$ cat src/rtl/core/fqrs_pkg.sv
// Shared types, constants and helper functions of the feedback queue scheduler.
`timescale 1ns / 1ps

package fqrs_pkg;

  localparam int QUEUE_DEPTH = 16;
  localparam int NUM_Q       = 3;
  localparam int IDX_W       = (QUEUE_DEPTH > 1) ? $clog2(QUEUE_DEPTH) : 1;
  localparam int CNT_W       = $clog2(QUEUE_DEPTH + 1);
  localparam int ADDR_W      = $clog2(NUM_Q * QUEUE_DEPTH);
  localparam int CFG_IDX_W   = 2;

  localparam logic [1:0] Q_ARR  = 2'd0;
  localparam logic [1:0] Q_HIGH = 2'd1;
  localparam logic [1:0] Q_LOW  = 2'd2;

  localparam logic [CFG_IDX_W-1:0] CFG_INIT_QUANTUM = 2'd0;
  localparam logic [CFG_IDX_W-1:0] CFG_HIGH_WAIT    = 2'd1;
  localparam logic [CFG_IDX_W-1:0] CFG_LOW_WAIT     = 2'd2;

  localparam logic [15:0] RESET_QUANTUM   = 16'd4;
  localparam logic [15:0] RESET_HIGH_WAIT = 16'd100;
  localparam logic [15:0] RESET_LOW_WAIT  = 16'd400;

  localparam logic [3:0] CMD_NOP       = 4'd0;
  localparam logic [3:0] CMD_PUSH_ARR  = 4'd1;
  localparam logic [3:0] CMD_EXPIRE    = 4'd2;
  localparam logic [3:0] CMD_RD        = 4'd3;
  localparam logic [3:0] CMD_AGE       = 4'd4;
  localparam logic [3:0] CMD_AGE_RATIO = 4'd5;
  localparam logic [3:0] CMD_CMP       = 4'd6;
  localparam logic [3:0] CMD_SWAP_A    = 4'd7;
  localparam logic [3:0] CMD_SWAP_B    = 4'd8;
  localparam logic [3:0] CMD_RD_HEAD   = 4'd9;
  localparam logic [3:0] CMD_DISPATCH  = 4'd10;
  localparam logic [3:0] CMD_PROMOTE   = 4'd11;
  localparam logic [3:0] CMD_FINISH    = 4'd12;

  typedef struct packed {
    logic [7:0]  id;
    logic        prio;
    logic [15:0] slots;
    logic [15:0] quantum;
    logic [15:0] age;
  } job_t;

  typedef struct packed {
    logic [3:0]       code;
    logic [1:0]       q;
    logic [IDX_W-1:0] idx;
  } cmd_t;

  typedef struct packed {
    logic [NUM_Q-1:0][CNT_W-1:0] counts;
    logic                        running_valid;
    logic                        div_done;
    logic                        best_nonzero;
    logic                        out_free;
  } status_t;

  // Circular slot: base plus offset, wrapped once around the queue depth.
  function automatic logic [IDX_W-1:0] slot_add(input logic [IDX_W-1:0] base,
                                                input logic [CNT_W-1:0] off);
    logic [CNT_W:0] s;
    s = (CNT_W + 1)'(base) + (CNT_W + 1)'(off);
    if (s >= (CNT_W + 1)'(QUEUE_DEPTH)) begin
      s = s - (CNT_W + 1)'(QUEUE_DEPTH);
    end
    return s[IDX_W-1:0];
  endfunction

  function automatic logic [ADDR_W-1:0] mem_addr(input logic [1:0] q,
                                                 input logic [IDX_W-1:0] slot);
    return ADDR_W'(q) * ADDR_W'(QUEUE_DEPTH) + ADDR_W'(slot);
  endfunction

endpackage

$ cat src/rtl/core/fqrs_ctrl.sv
// Tick sequencer: expiry, aging and ratio scan, head swap, dispatch, promotion, result.
`timescale 1ns / 1ps

module fqrs_ctrl (
  input  logic              clk,
  input  logic              rst,
  input  logic              in_valid,
  input  logic              in_op,
  output logic              in_ready,
  input  fqrs_pkg::status_t status,
  output fqrs_pkg::cmd_t    cmd
);

  localparam logic [3:0] S_IDLE    = 4'd0;
  localparam logic [3:0] S_LATCH   = 4'd1;
  localparam logic [3:0] S_QBEGIN  = 4'd2;
  localparam logic [3:0] S_AGE     = 4'd3;
  localparam logic [3:0] S_DIV     = 4'd4;
  localparam logic [3:0] S_SWAP_A  = 4'd5;
  localparam logic [3:0] S_SWAP_B  = 4'd6;
  localparam logic [3:0] S_NEXTQ   = 4'd7;
  localparam logic [3:0] S_DISP    = 4'd8;
  localparam logic [3:0] S_DISP2   = 4'd9;
  localparam logic [3:0] S_PRO1    = 4'd10;
  localparam logic [3:0] S_PRO1B   = 4'd11;
  localparam logic [3:0] S_PRO2    = 4'd12;
  localparam logic [3:0] S_PRO2B   = 4'd13;
  localparam logic [3:0] S_FIN     = 4'd14;

  logic [3:0]                 state, state_next;
  logic [1:0]                 q, q_next;
  logic [fqrs_pkg::CNT_W-1:0] i, i_next;
  logic                       idle, idle_next;
  logic [1:0]                 dq, dq_next;
  logic                       ratio_en;
  logic [fqrs_pkg::CNT_W-1:0] qcount;

  assign in_ready = state == S_IDLE;
  assign ratio_en = idle && (q != fqrs_pkg::Q_ARR);
  assign qcount   = status.counts[q];

  always_comb begin
    state_next = state;
    q_next     = q;
    i_next     = i;
    idle_next  = idle;
    dq_next    = dq;
    cmd.code   = fqrs_pkg::CMD_NOP;
    cmd.q      = q;
    cmd.idx    = i[fqrs_pkg::IDX_W-1:0];
    case (state)
      S_IDLE: begin
        if (in_valid) begin
          if (in_op) begin
            cmd.code   = fqrs_pkg::CMD_EXPIRE;
            state_next = S_LATCH;
          end else begin
            cmd.code = fqrs_pkg::CMD_PUSH_ARR;
          end
        end
      end
      S_LATCH: begin
        idle_next  = !status.running_valid;
        q_next     = fqrs_pkg::Q_ARR;
        i_next     = '0;
        state_next = S_QBEGIN;
      end
      S_QBEGIN: begin
        if (i < qcount) begin
          cmd.code   = fqrs_pkg::CMD_RD;
          state_next = S_AGE;
        end else if (ratio_en && (qcount != '0) && status.best_nonzero) begin
          state_next = S_SWAP_A;
        end else begin
          state_next = S_NEXTQ;
        end
      end
      S_AGE: begin
        if (ratio_en) begin
          cmd.code   = fqrs_pkg::CMD_AGE_RATIO;
          state_next = S_DIV;
        end else begin
          cmd.code   = fqrs_pkg::CMD_AGE;
          i_next     = i + 1'b1;
          state_next = S_QBEGIN;
        end
      end
      S_DIV: begin
        if (status.div_done) begin
          cmd.code   = fqrs_pkg::CMD_CMP;
          i_next     = i + 1'b1;
          state_next = S_QBEGIN;
        end
      end
      S_SWAP_A: begin
        cmd.code   = fqrs_pkg::CMD_SWAP_A;
        state_next = S_SWAP_B;
      end
      S_SWAP_B: begin
        cmd.code   = fqrs_pkg::CMD_SWAP_B;
        state_next = S_NEXTQ;
      end
      S_NEXTQ: begin
        i_next = '0;
        if (q == fqrs_pkg::Q_LOW) begin
          state_next = S_DISP;
        end else begin
          q_next     = q + 2'd1;
          state_next = S_QBEGIN;
        end
      end
      S_DISP: begin
        if (!idle) begin
          state_next = S_FIN;
        end else if (status.counts[fqrs_pkg::Q_ARR] != '0) begin
          dq_next = fqrs_pkg::Q_ARR;
        end else if (status.counts[fqrs_pkg::Q_HIGH] != '0) begin
          dq_next = fqrs_pkg::Q_HIGH;
        end else begin
          dq_next = fqrs_pkg::Q_LOW;
        end
        if (idle) begin
          if ((status.counts[fqrs_pkg::Q_ARR] == '0) &&
              (status.counts[fqrs_pkg::Q_HIGH] == '0) &&
              (status.counts[fqrs_pkg::Q_LOW] == '0)) begin
            state_next = S_PRO1;
          end else begin
            cmd.code   = fqrs_pkg::CMD_RD_HEAD;
            cmd.q      = dq_next;
            state_next = S_DISP2;
          end
        end
      end
      S_DISP2: begin
        cmd.code   = fqrs_pkg::CMD_DISPATCH;
        cmd.q      = dq;
        state_next = S_PRO1;
      end
      S_PRO1: begin
        cmd.code   = fqrs_pkg::CMD_RD_HEAD;
        cmd.q      = fqrs_pkg::Q_HIGH;
        state_next = S_PRO1B;
      end
      S_PRO1B: begin
        cmd.code   = fqrs_pkg::CMD_PROMOTE;
        cmd.q      = fqrs_pkg::Q_HIGH;
        state_next = S_PRO2;
      end
      S_PRO2: begin
        cmd.code   = fqrs_pkg::CMD_RD_HEAD;
        cmd.q      = fqrs_pkg::Q_LOW;
        state_next = S_PRO2B;
      end
      S_PRO2B: begin
        cmd.code   = fqrs_pkg::CMD_PROMOTE;
        cmd.q      = fqrs_pkg::Q_LOW;
        state_next = S_FIN;
      end
      S_FIN: begin
        if (status.out_free) begin
          cmd.code   = fqrs_pkg::CMD_FINISH;
          state_next = S_IDLE;
        end
      end
      default: begin
        state_next = S_IDLE;
      end
    endcase
  end

  always_ff @(posedge clk) begin
    if (rst) begin
      state <= S_IDLE;
      q     <= '0;
      i     <= '0;
      idle  <= 1'b0;
      dq    <= '0;
    end else begin
      state <= state_next;
      q     <= q_next;
      i     <= i_next;
      idle  <= idle_next;
      dq    <= dq_next;
    end
  end

endmodule

$ cat config.mk
export PLATFORM = sky130hd
export DESIGN_NAME = fqrs_ctrl
export DESIGN_NICKNAME = d
export VERILOG_FILES = /design/src/rtl/core/fqrs_pkg.sv /design/src/rtl/core/fqrs_ctrl.sv
export SDC_FILE = /design/constraint.sdc
export NUM_CORES = 1
export LEC_CHECK = 0
export BUFFER_PORTS_ARGS = -buffer_cell sky130_fd_sc_hd__buf_4
export CORE_MARGIN = 8
export CORE_UTILIZATION = 30
export DETAILED_ROUTE_END_ITERATION = 8
export SKIP_CTS_REPAIR_TIMING = 1
export SYNTH_ARGS = -nofsm -noshare
export SYNTH_HDL_FRONTEND = slang
export SYNTH_SLANG_ARGS = --single-unit
export TNS_END_PERCENT = 20
$ cat constraint.sdc
create_clock -name clk -period 5.85 [get_ports clk]
set_input_delay 1.4625 -clock clk [delete_from_list [all_inputs] [get_ports clk]]
set_output_delay 1.4625 -clock clk [all_outputs]
set_load 0.1 [all_outputs]
-- Word-level counts from Yosys, hierarchy flattened
Cells that the tools add are included.
- register bits after elaboration: 14
- bits in latches: 0
- bits in writable memories: 0
- ROM bits: 0
- input bits: 23
- output and inout bits: 11
- word-level logic and storage cells: 85
- memories: 0
- add/subtract/negate cells: 2
- multiply operators: 0
- divide/modulo/power cells: 0
- magnitude comparators: 2
- eq/ne operators: 21
- shift-type cells: 0
- muxes and demuxes: 31
- bitwise operators: 0
- reductions and logical operators: 24
- operators by type and width (operator ; count):
    $pmux W4 S15 ; 1
    $pmux W4 S11 ; 1
    $mux W4 ; 8
    $eq A4 B4 Y1 const B ; 7
    $eq A4 B3 Y1 const B ; 4
    $mux W2 ; 8
    $logic_not A5 Y1 ; 3
    $mux W5 ; 3
    $pmux W5 S3 ; 1
    $reduce_bool A5 Y1 ; 3
    $mux W6 ; 2
    $ne A2 B2 Y1 const B ; 6
    $bmux W5 S2 ; 1
    $reduce_or A2 Y1 ; 5
    $mux W3 ; 3
    $eq A4 B2 Y1 const B ; 2
    $pmux W2 S4 ; 1
    $add A5 B1 Y5 const B ; 1
    $logic_and A1 B1 Y1 ; 5
    $lt A5 B5 Y1 ; 1
    $eq A4 B1 Y1 const B ; 1
    $logic_not A4 Y1 ; 1
    $pmux W2 S2 ; 1
    $reduce_and A4 Y1 ; 1
    9 further kinds ; 10

-- Longest topological paths before layout
Gate-level depths: netlist (run 1).
- word-level depth: 8
- mapped depth: 10
- mapped depth without buffers: 9

-- Least setup slack after synthesis (run 1)
Ideal clock, no wire load.
- path kind: reg2out
- start: reg state[1]
- end: out cmd[6] (netlist bit)
- arrival time: 4799 ps
- required time: 4388 ps
- setup slack: -411 ps
- cell stages (with the launch flop): 5
- path buffers: 1
- cell sequence: dfxtp_1 > clkbuf_1 > nor4_1 > a32oi_1 > nand4_1
- RTL lines (item ; line ; source):
    start, declared ; fqrs_ctrl.sv:30 ; logic [3:0] state, state_next;
    start signal, assigned ; fqrs_ctrl.sv:179 ; state <= state_next;
    end, declared ; fqrs_ctrl.sv:11 ; output fqrs_pkg::cmd_t cmd

==> results.ini, run 1 <==
[clock_network]
clk-insertion-delay-late_ps=250
tritoncts=yes
cts.root.buffer_cell=sky130_fd_sc_hd__clkbuf_8
cts-htree-levels=1
clock_path_buffers=2
clkSlewWorstSetupHoldPaths_ps=60
clock-sinks=14
numCtsBuffers=3

[timing]
slew_headroom_pct=51.4
finalWorstPathRequiredPeriod_ps=5050
share_of_the_cycle_needed_by_the_critical_path_after_routing_pct=86.3
worst-slew-pin-transition_ps=728
timing.final.setup_violations=0
max_clock_freq_ghz=0.198
drv_slew=0
hold_viol_final=0
rsz_0062_raised_after_global_routing=no
finalClockSkew_ps=0.812
timing.setup.tns_ps=0

[critical_path]
timing.critical_path.buf_inv=2
critical-path-top-delay-family=compound AO/OA/AOI/OAI gates
setup_crit_start=status[11]
timing.critical_path.required_ps=4390
reg2reg_setup_slack_ps=3220
setup.worst_path.class=in2out
critical_path.max_stage_delay_ps=490
crit_arrival_ps=3590
critical_path_peak_fanout=3
ff2ff_path_depth=9
r2r-start=q[0]$_SDFFE_PP0P_
critical_path_cell_count=11
worstSetupEndpointType=primary output
critical_path_start_type=input port
critical_path.reg2reg.endpoint=state[1]$_SDFFE_PP0P_
worst_path_max_delay_cell=sky130_fd_sc_hd__a2111oi_0
crit_path_end=cmd[7]
worst_path_cell_trace=buf_4 -> mux2i_1 -> nor2_1 -> a21oi_1 -> ha_1 -> a21oi_1 -> nor2_1 -> a2111oi_0 -> nand2_1 -> o211ai_1 -> buf_4

[logic_synthesis]
synth.cell_area_sq_mm=0.00139
yosys_register_bits=14
synth_warn=0
synth_top_cells_by_area=sky130_fd_sc_hd__dfxtp_1, sky130_fd_sc_hd__ha_1, sky130_fd_sc_hd__nand2_1
ys.flop_type=sky130_fd_sc_hd__dfxtp_1
synth.largest_area_cell=sky130_fd_sc_hd__dfxtp_1
synth-seq-area-share_pct=20.2
number_of_library_cell_types_mapped_by_synthesis=54
synth.avg_cell_area_sq_um=7.39
total_nets_after_synthesis=218
synth_async_sr_flop_share_pct=0
synth_enable_flop_cells=0
gate_count_after_technology_mapping=188
synth_top_area_share_pct=20.2

[pwr]
power_leakage_nw=0.622
ir_drop_uv=61.6
powerDensity_mw_per_mm2=177

[global_route]
grt_util_all_layers_pct=11.0
grt_start_max_net_pins=33
via_count_of_the_first_global_routing_pass=1333
globalRouteOverflowTotal=0
grt_first_pass_wirelength_mm=6.58
grt_antenna_before_repair=0

[finish]
final_core_util_pct=38.0
seq_area_sq_um=280
multi_input_area_sq_um=986
fillers=471
layout_cells_sized_above_1_pct=21.4
area.growth.synth_to_final_pct=20.6
nets=241
diodes=0

[route]
drt-total-wl_mm=3.96
routed_wire_length_per_instance_microns=15.1
vias=1451
first_pass_iters=4
ant_nets=0
dr.first_iter.drc_count=127
avg_vias_per_cell=5.54
post-route-drc-count=0

[hold_path]
hp-class=reg2reg

[outcome]
status=finished, final reports clean

[floorplan]
number_of_placed_i_o_pins=34
num_rows=24
core_area_sq_mm=0.00441
die_y_microns=84.0
dieArea_sq_mm=0.00706
initial_core_util_pct=31.5
die_w_microns=84.0

[placement]
hpwlAfterDp_mm=3.08
io_buffer_count=33
globalplace.congestion=0.836

[flow_run]
cap_viol_max_count=0

[cell families after synthesis]
family,share of synthesized area [%]
buffers and inverters,9.28
AOI/OAI and AO/OA,26.5
adders and majority gates,6.31
DFF,20.2
muxes,4.41
xor gates and xnor gates,2.52
and+or+nand+nor,30.8
[cell usage after synthesis (2+ instances only)]
master                      count
sky130_fd_sc_hd__nand2_1       21
sky130_fd_sc_hd__nor2_1        21
sky130_fd_sc_hd__a21oi_1       14
sky130_fd_sc_hd__dfxtp_1       14
sky130_fd_sc_hd__inv_1          9
sky130_fd_sc_hd__ha_1           7
sky130_fd_sc_hd__nor3_1         6
sky130_fd_sc_hd__o21ai_0        6
sky130_fd_sc_hd__mux2i_1        5
sky130_fd_sc_hd__a31oi_1        4
sky130_fd_sc_hd__buf_4          4
sky130_fd_sc_hd__clkbuf_1       4
sky130_fd_sc_hd__nand3_1        4
sky130_fd_sc_hd__xnor2_1        4
sky130_fd_sc_hd__a22oi_1        3
sky130_fd_sc_hd__a311oi_1       3
sky130_fd_sc_hd__a32oi_1        3
sky130_fd_sc_hd__buf_1          3
sky130_fd_sc_hd__nand2b_1       3
sky130_fd_sc_hd__nor2b_1        3
sky130_fd_sc_hd__o22ai_1        3
sky130_fd_sc_hd__or4_1          3
sky130_fd_sc_hd__a2111oi_0      2
sky130_fd_sc_hd__a211oi_1       2
sky130_fd_sc_hd__and2_1         2
sky130_fd_sc_hd__buf_2          2
sky130_fd_sc_hd__clkbuf_4       2
sky130_fd_sc_hd__nand3b_1       2
sky130_fd_sc_hd__nand4_1        2
sky130_fd_sc_hd__nor3b_1        2
sky130_fd_sc_hd__nor4_1         2
[layout by cell type, fill, tap and decap left out, types with 2 or more instances in the layout]
| master | netlist | routed |
|---|---|---|
| sky130_fd_sc_hd__a2111oi_0 | 2 | 2 |
| sky130_fd_sc_hd__a211oi_1 | 2 | 2 |
| sky130_fd_sc_hd__a21oi_1 | 14 | 14 |
| sky130_fd_sc_hd__a22oi_1 | 3 | 3 |
| sky130_fd_sc_hd__a311oi_1 | 3 | 3 |
| sky130_fd_sc_hd__a31oi_1 | 4 | 4 |
| sky130_fd_sc_hd__a32oi_1 | 3 | 3 |
| sky130_fd_sc_hd__and2_1 | 2 | 2 |
| sky130_fd_sc_hd__buf_4 | 4 | 34 |
| sky130_fd_sc_hd__clkbuf_8 | 1 | 4 |
| sky130_fd_sc_hd__dfxtp_1 | 14 | 14 |
| sky130_fd_sc_hd__ha_1 | 7 | 7 |
| sky130_fd_sc_hd__inv_1 | 9 | 9 |
| sky130_fd_sc_hd__mux2i_1 | 5 | 5 |
| sky130_fd_sc_hd__nand2_1 | 21 | 21 |
| sky130_fd_sc_hd__nand2b_1 | 3 | 3 |
| sky130_fd_sc_hd__nand3_1 | 4 | 4 |
| sky130_fd_sc_hd__nand3b_1 | 2 | 2 |
| sky130_fd_sc_hd__nand4_1 | 2 | 2 |
| sky130_fd_sc_hd__nor2_1 | 21 | 21 |
| sky130_fd_sc_hd__nor2b_1 | 3 | 3 |
| sky130_fd_sc_hd__nor3_1 | 6 | 6 |
| sky130_fd_sc_hd__nor3b_1 | 2 | 2 |
| sky130_fd_sc_hd__o21ai_0 | 6 | 6 |
| sky130_fd_sc_hd__o22ai_1 | 3 | 3 |
| sky130_fd_sc_hd__or4_1 | 3 | 3 |
| sky130_fd_sc_hd__xnor2_1 | 4 | 4 |
[per-stage QoR]
stage	hold slack, ps	setup slack, ps	cell area, sq um	power [mW]	instances
2_1_floorplan	436	444	1400	0.174	188
3_3_place_gp	457	907	1620	0.202	258
3_5_place_dp	460	847	1620	0.202	258
4_1_cts	469	833	1680	0.300	262
5_1_grt	492	644	1680	0.314	262
6_report	463	799	1680	0.296	262
[flip-flops by register name, summed over array words and instances, names as in the netlist]
name and flops:
dq 2, i 5, idle 1, q 2
state 4
[final cells by class]
class	instances	area share, %
timing repair buffer	34	15.2
inverter	9	2.02
clock buffer	4	3.29
sequential	14	16.7
tap	52	3.88
multi-input combinational	149	58.8
[power by group]
group | switching [mW] | leakage, nW | internal (mW)
Sequential | 0.0107 | 0.113 | 0.0985
Combinational | 0.0597 | 0.480 | 0.0313
Clock | 0.0363 | 0.0288 | 0.0596
Total | 0.107 | 0.622 | 0.189
[routing by layer]
layer | wire length (microns) | part of all wire (%) | global-route usage [%] | vias to the layer above
li1 | - | - | - | 739
met2 | 1770 | 45 | 15.8 | 35
met3 | 247 | 6.2 | 3.81 | 4
met1 | 1920 | 48 | 14.9 | 673
met4 | 25 | 0.63 | 2.83 | 0
met5 | 0 | 0 | 0 | -
[worst min path at each step]
stage | start | endpoint | slack (ps) | cells past startpoint
global placement | dq[1]$_SDFFE_PP0P_ | dq[1]$_SDFFE_PP0P_ | 460 | 2
floorplan | dq[1]$_SDFFE_PP0P_ | dq[1]$_SDFFE_PP0P_ | 440 | 2
global route | dq[1]$_SDFFE_PP0P_ | dq[1]$_SDFFE_PP0P_ | 490 | 2
finish | dq[1]$_SDFFE_PP0P_ | dq[1]$_SDFFE_PP0P_ | 460 | 2
detailed placement | dq[1]$_SDFFE_PP0P_ | dq[1]$_SDFFE_PP0P_ | 460 | 2
CTS | dq[1]$_SDFFE_PP0P_ | dq[1]$_SDFFE_PP0P_ | 470 | 2
[tightest hold or removal path, cell delays in order (launching register included)]
cell                      delay [ps]
sky130_fd_sc_hd__dfxtp_1         310
sky130_fd_sc_hd__nand2_1          50
sky130_fd_sc_hd__a21oi_1          50
(Power assumes the default switching activity.)
==> inputs of run 2 (changes only) <==
ABC_AREA = 1   (was unset)
==> run 2 against run 1 <==
Total power rose by 3.8%. First-iteration DRC count shrank 13%. Via count rose by 4.1%. Non-clock buffer count decreased by 1. Area after synthesis shrank 1.9%.
==> results.ini, run 2 <==
[outcome]
status=finished, final reports clean

[critical_path]
reg2reg_setup_slack_ps=3680
timing.critical_path.buf_inv=5
ff2ff_path_depth=13
r2r-start=q[1]$_SDFFE_PP0P_
critical_path_start_type=input port
critical_path_peak_fanout=2
setup.worst_path.class=in2out
critical_path.max_stage_delay_ps=290
timing.critical_path.required_ps=4390
critical-path-top-delay-family=buffers and inverters
critical_path_cell_count=14
worst_path_max_delay_cell=sky130_fd_sc_hd__buf_4
critical_path.reg2reg.endpoint=state[1]$_SDFFE_PP0P_
crit_arrival_ps=3100
worstSetupEndpointType=primary output
worst_path_cell_trace=buf_4 -> inv_1 -> nand2_1 -> nand3_1 -> nand2_1 -> inv_1 -> ha_1 -> a21oi_1 -> o21a_1 -> nand2_1 -> nor2_1 -> inv_1 -> nand3_1 -> buf_4

[placement]
place_worst_setup_slack_ps=1300
io_buffer_count=33
globalplace.congestion=0.914
hpwlAfterDp_mm=3.11

[timing]
finalWorstPathRequiredPeriod_ps=4560
drv_slew=0
share_of_the_cycle_needed_by_the_critical_path_after_routing_pct=78.0
slew_headroom_pct=73.9
finalClockSkew_ps=7.50
rsz_0062_raised_after_global_routing=no
hold_viol_final=0
max_clock_freq_ghz=0.219
timing.final.setup_violations=0
timing.setup.tns_ps=0
hold_slack_ps=478
postLayoutSetupSlackWorst_ps=1290
worst-slew-pin-transition_ps=392

[flow_run]
cap_viol_max_count=0

[logic_synthesis]
yosys_register_bits=14
synth.avg_cell_area_sq_um=5.75
synth_enable_flop_cells=0
ys.flop_type=sky130_fd_sc_hd__dfxtp_1
most_frequently_used_cell_type_in_the_post_synthesis_netlist=sky130_fd_sc_hd__nand2_1
synth_warn=0
gate_count_after_technology_mapping=237
synth_top_cells_by_area=sky130_fd_sc_hd__dfxtp_1, sky130_fd_sc_hd__nand2_1, sky130_fd_sc_hd__inv_1
number_of_library_cell_types_mapped_by_synthesis=30
synth_top_cells_by_count=sky130_fd_sc_hd__nand2_1, sky130_fd_sc_hd__inv_1, sky130_fd_sc_hd__nor2_1
synth.cell_area_sq_mm=0.00136
total_nets_after_synthesis=267
synth.largest_area_cell=sky130_fd_sc_hd__dfxtp_1
synth_top_area_share_pct=20.6
synth_async_sr_flop_share_pct=0
synth-seq-area-share_pct=20.6

[pwr]
int_power_mw=0.190
ir_drop_uv=92.8
share_of_power_burned_in_registers_pct=34.1
sw_frac_of_total_pct=38.1
clock_power_share_pct=31.9
power.total_mw=0.308
powerDensity_mw_per_mm2=181
netSwitchingPower_mw=0.117
comb_power_share_pct=34.0
power_leakage_nw=0.880

[route]
post-route-drc-count=0
ant_nets=0
avg_vias_per_cell=4.71
routed_wire_length_per_instance_microns=11.5
vias=1511
first_pass_iters=4
dr.first_iter.drc_count=110
drt-total-wl_mm=3.71

[global_route]
grt_start_max_net_pins=10
grt_util_all_layers_pct=10.7
grt_first_pass_wirelength_mm=6.25
globalRouteOverflowTotal=0
via_count_of_the_first_global_routing_pass=1440
grt_antenna_before_repair=0

[floorplan]
initial_core_util_pct=31.3
die_y_microns=83.4
core_area_sq_mm=0.00435
die_w_microns=83.4
num_rows=24
number_of_placed_i_o_pins=34
dieArea_sq_mm=0.00695

[hold_path]
whs_path_depth=2
worstHoldEndpoint=i[4]$_SDFFE_PP0P_
hp-class=reg2reg
hp-start=i[4]$_SDFFE_PP0P_

[clock_network]
tritoncts=yes
cts-htree-levels=1
numCtsBuffers=3
clock-sinks=14
cts.root.buffer_cell=sky130_fd_sc_hd__clkbuf_8
clk-insertion-delay-late_ps=250
clkSlewWorstSetupHoldPaths_ps=60
clock_path_buffers=2

[finish]
max_flop_register=i
layout_common_cells=sky130_fd_sc_hd__nand2_1, sky130_fd_sc_hd__inv_1, sky130_fd_sc_hd__nor2_1
diodes=0
flip_flop_count_of_the_largest_register_all_copies_and_words_added=5
area.growth.synth_to_final_pct=24.4
layout_commonest_cell=sky130_fd_sc_hd__nand2_1
largest_registers=i x5, state x4
nets=300
final_core_util_pct=38.9
fillers=483
layout_cells_sized_above_1_pct=18.2

run 2: changes by cell type in the layout (fill, tap and decap cells not counted), moves of 4 or more:
cell and change:
sky130_fd_sc_hd__nand3_1 +11, sky130_fd_sc_hd__nand2_1 +45, sky130_fd_sc_hd__nor2_1 +13, sky130_fd_sc_hd__xnor2_1 -4, sky130_fd_sc_hd__inv_1 +33, sky130_fd_sc_hd__mux2i_1 -5
run 2: power groups by stage:
stage | combinational (mW) | sequential [mW] | clock, mW
final | 0.105 | 0.105 | 0.0982
after global routing | 0.115 | 0.106 | 0.106
after CTS | 0.105 | 0.105 | 0.102
after detailed placement | 0.105 | 0.107 | 0
after global placement | 0.105 | 0.107 | 0
after floorplan | 0.0777 | 0.105 | 0
run 2: metrics by stage:
| stage | cells | cell area [sq um] |
|---|---|---|
| final | 321 | 1700 |
| after global routing | 321 | 1700 |
| after CTS | 321 | 1700 |
| after detailed placement | 317 | 1640 |
| after global placement | 317 | 1640 |
| after floorplan | 237 | 1360 |
run 2: worst max path at each step:
stage,slack [ps],to,start
floorplan,890,cmd[5],status[12]
global placement,1290,cmd[6],status[6]
detailed placement,1300,cmd[6],status[6]
CTS,1290,cmd[6],status[6]
global route,1100,cmd[6],status[8]
finish,1290,cmd[6],status[13]
run 2: cell families after synthesis:
| logic type | count (synthesis) | synth area share (%) |
|---|---|---|
| simple gates | 135 | 44.4 |
| fa+ha+maj | 7 | 6.43 |
| flops | 14 | 20.6 |
| buf+inv | 49 | 14.7 |
| compound gates | 32 | 14.0 |
run 2: area by class of cell:
type | count | area, sq um | share of cell area, %
Inverter | 44 | 165 | 9.74
Tap cell | 52 | 65.1 | 3.84
Sequential cell | 14 | 280 | 16.5
Timing Repair Buffer | 33 | 248 | 14.6
Multi-Input combinational cell | 174 | 882 | 52.0
Clock buffer | 4 | 55.1 | 3.25
run 2: per-layer routing:
metal | up-vias | wire length (microns) | global-route usage (%)
met5 | - | 0 | 0
met4 | 0 | 36 | 3.83
met3 | 4 | 313 | 4.69
met2 | 41 | 1660 | 16.8
met1 | 655 | 1700 | 12.4
li1 | 811 | - | -
run 2: worst min-delay path: stages (launching register included):
cell and delay, ps:
sky130_fd_sc_hd__dfxtp_1 330, sky130_fd_sc_hd__inv_1 60, sky130_fd_sc_hd__a21oi_1 50
==> inputs of run 3 (changes only) <==
clock period = 4.2 ns   (was 5.85 ns; I/O delays follow)
==> run 3 against run 2 <==
Setup slack got worse by 840 ps. Cell count unchanged. Die area unchanged. Clock-buffer cell count unchanged. Clock power increased by 38%. Utilization unchanged. Sequential share of layout area unchanged. Register-to-register slack got worse by 1700 ps.
==> results.ini, run 3 (synthesis gave the netlist of run 2 again) <==
[outcome]
status=finished, final reports clean

[clock_network]
tritoncts=yes
cts.root.buffer_cell=sky130_fd_sc_hd__clkbuf_8
numCtsBuffers=3
clkSlewWorstSetupHoldPaths_ps=60
clock-sinks=14
cts-htree-levels=1
clock_path_buffers=2
clk-insertion-delay-late_ps=250

[pwr]
power_leakage_nw=0.880
ir_drop_uv=156
powerDensity_mw_per_mm2=253
comb_power_share_pct=34.1
share_of_power_burned_in_registers_pct=34.1
sw_frac_of_total_pct=38.2
clock_power_share_pct=31.8
int_power_mw=0.265
netSwitchingPower_mw=0.164

[floorplan]
die_y_microns=83.4
num_rows=24
initial_core_util_pct=31.3
dieArea_sq_mm=0.00695
number_of_placed_i_o_pins=34
core_area_sq_mm=0.00435
die_w_microns=83.4

[critical_path]
reg2reg_setup_slack_ps=2020
crit_arrival_ps=2710
critical_path_peak_fanout=2
ff2ff_path_depth=13
worstSetupEndpointType=primary output
setup.worst_path.class=in2out
critical_path_start_type=input port
timing.critical_path.required_ps=3150

[timing]
finalClockSkew_ps=8.20
timing.final.setup_violations=0
rsz_0062_raised_after_global_routing=no
slew_headroom_pct=72.9
drv_slew=0
share_of_the_cycle_needed_by_the_critical_path_after_routing_pct=89.4
worst-slew-pin-transition_ps=407
hold_viol_final=0
finalWorstPathRequiredPeriod_ps=3760
timing.setup.tns_ps=0
max_clock_freq_ghz=0.266

[finish]
layout_common_cells=sky130_fd_sc_hd__nand2_1, sky130_fd_sc_hd__inv_1, sky130_fd_sc_hd__nor2_1
max_flop_register=i
diodes=0
layout_cells_sized_above_1_pct=18.2
area.growth.synth_to_final_pct=24.4
layout_commonest_cell=sky130_fd_sc_hd__nand2_1
final_core_util_pct=38.9
nets=300
flip_flop_count_of_the_largest_register_all_copies_and_words_added=5
largest_registers=i x5, state x4

[global_route]
grt_antenna_before_repair=0
globalRouteOverflowTotal=0
via_count_of_the_first_global_routing_pass=1429
grt_first_pass_wirelength_mm=6.17
grt_start_max_net_pins=10
grt_util_all_layers_pct=10.4

[route]
dr.first_iter.drc_count=60
first_pass_iters=4
post-route-drc-count=0
drt-total-wl_mm=3.73
dr.max_layer_used=met4
avg_vias_per_cell=4.80
ant_nets=0
wl_met3_microns=325
vias=1541
wl_met1_mm=1.72
met2_length_mm=1.63
routed_wire_length_per_instance_microns=11.6

[placement]
hpwlAfterDp_mm=3.10
io_buffer_count=33
globalplace.congestion=0.914

[hold_path]
whs_path_depth=2
hp-class=reg2reg

[flow_run]
cap_viol_max_count=0

==> run 3: power by group through the flow <==
stage / logic, mW / registers (mW) / clock network (mW)
CTS: 0.147 / 0.146 / 0.142
floorplan: 0.108 / 0.147 / 0
detailed placement: 0.146 / 0.149 / 0
finish: 0.146 / 0.146 / 0.136
global route: 0.160 / 0.147 / 0.146
global placement: 0.146 / 0.149 / 0
==> run 3: worst max-delay path: stages <==
cell,delay (ps)
sky130_fd_sc_hd__buf_4,110
sky130_fd_sc_hd__inv_1,50
sky130_fd_sc_hd__nand2_1,50
sky130_fd_sc_hd__nand3_1,90
sky130_fd_sc_hd__nand2_1,70
sky130_fd_sc_hd__inv_1,60
sky130_fd_sc_hd__ha_1,220
sky130_fd_sc_hd__a21oi_1,150
sky130_fd_sc_hd__o21a_1,130
sky130_fd_sc_hd__nand2_1,70
sky130_fd_sc_hd__nor2_1,180
sky130_fd_sc_hd__inv_1,80
sky130_fd_sc_hd__nand3_1,100
sky130_fd_sc_hd__buf_4,290
==> run 3: stage by stage <==
stage                     area, sq um  power [mW]  hold WS, ps  cells  setup slack (ps)
after global placement           1640       0.295          467    317               465
after CTS                        1700       0.435          483    321               461
after detailed placement         1640       0.295          474    317               470
after global routing             1700       0.453          515    321               277
final                            1700       0.429          475    321               444
after floorplan                  1360       0.255          438    237              69.4
==> run 3: final timing paths <==
kind / to / start
max reg2reg: state[1]$_SDFFE_PP0P_ / q[1]$_SDFFE_PP0P_
max: cmd[6] / status[13]
min reg2reg: i[4]$_SDFFE_PP0P_ / i[4]$_SDFFE_PP0P_
min: i[4]$_SDFFE_PP0P_ / i[4]$_SDFFE_PP0P_
==> run 3: metal layers <==
metal,track usage (%),up-vias
met5,0,-
met4,3.83,0
li1,-,812
met1,12.7,674
met3,3.32,6
met2,16.5,49
==> run 3: cell type report <==
type | count | area [sq um]
clock buffer | 4 | 55.1
fill | 500 | 2660
inverter | 44 | 165
multi-input combinational | 174 | 882
sequential | 14 | 280
tap | 52 | 65.1
timing repair buffer | 33 | 248
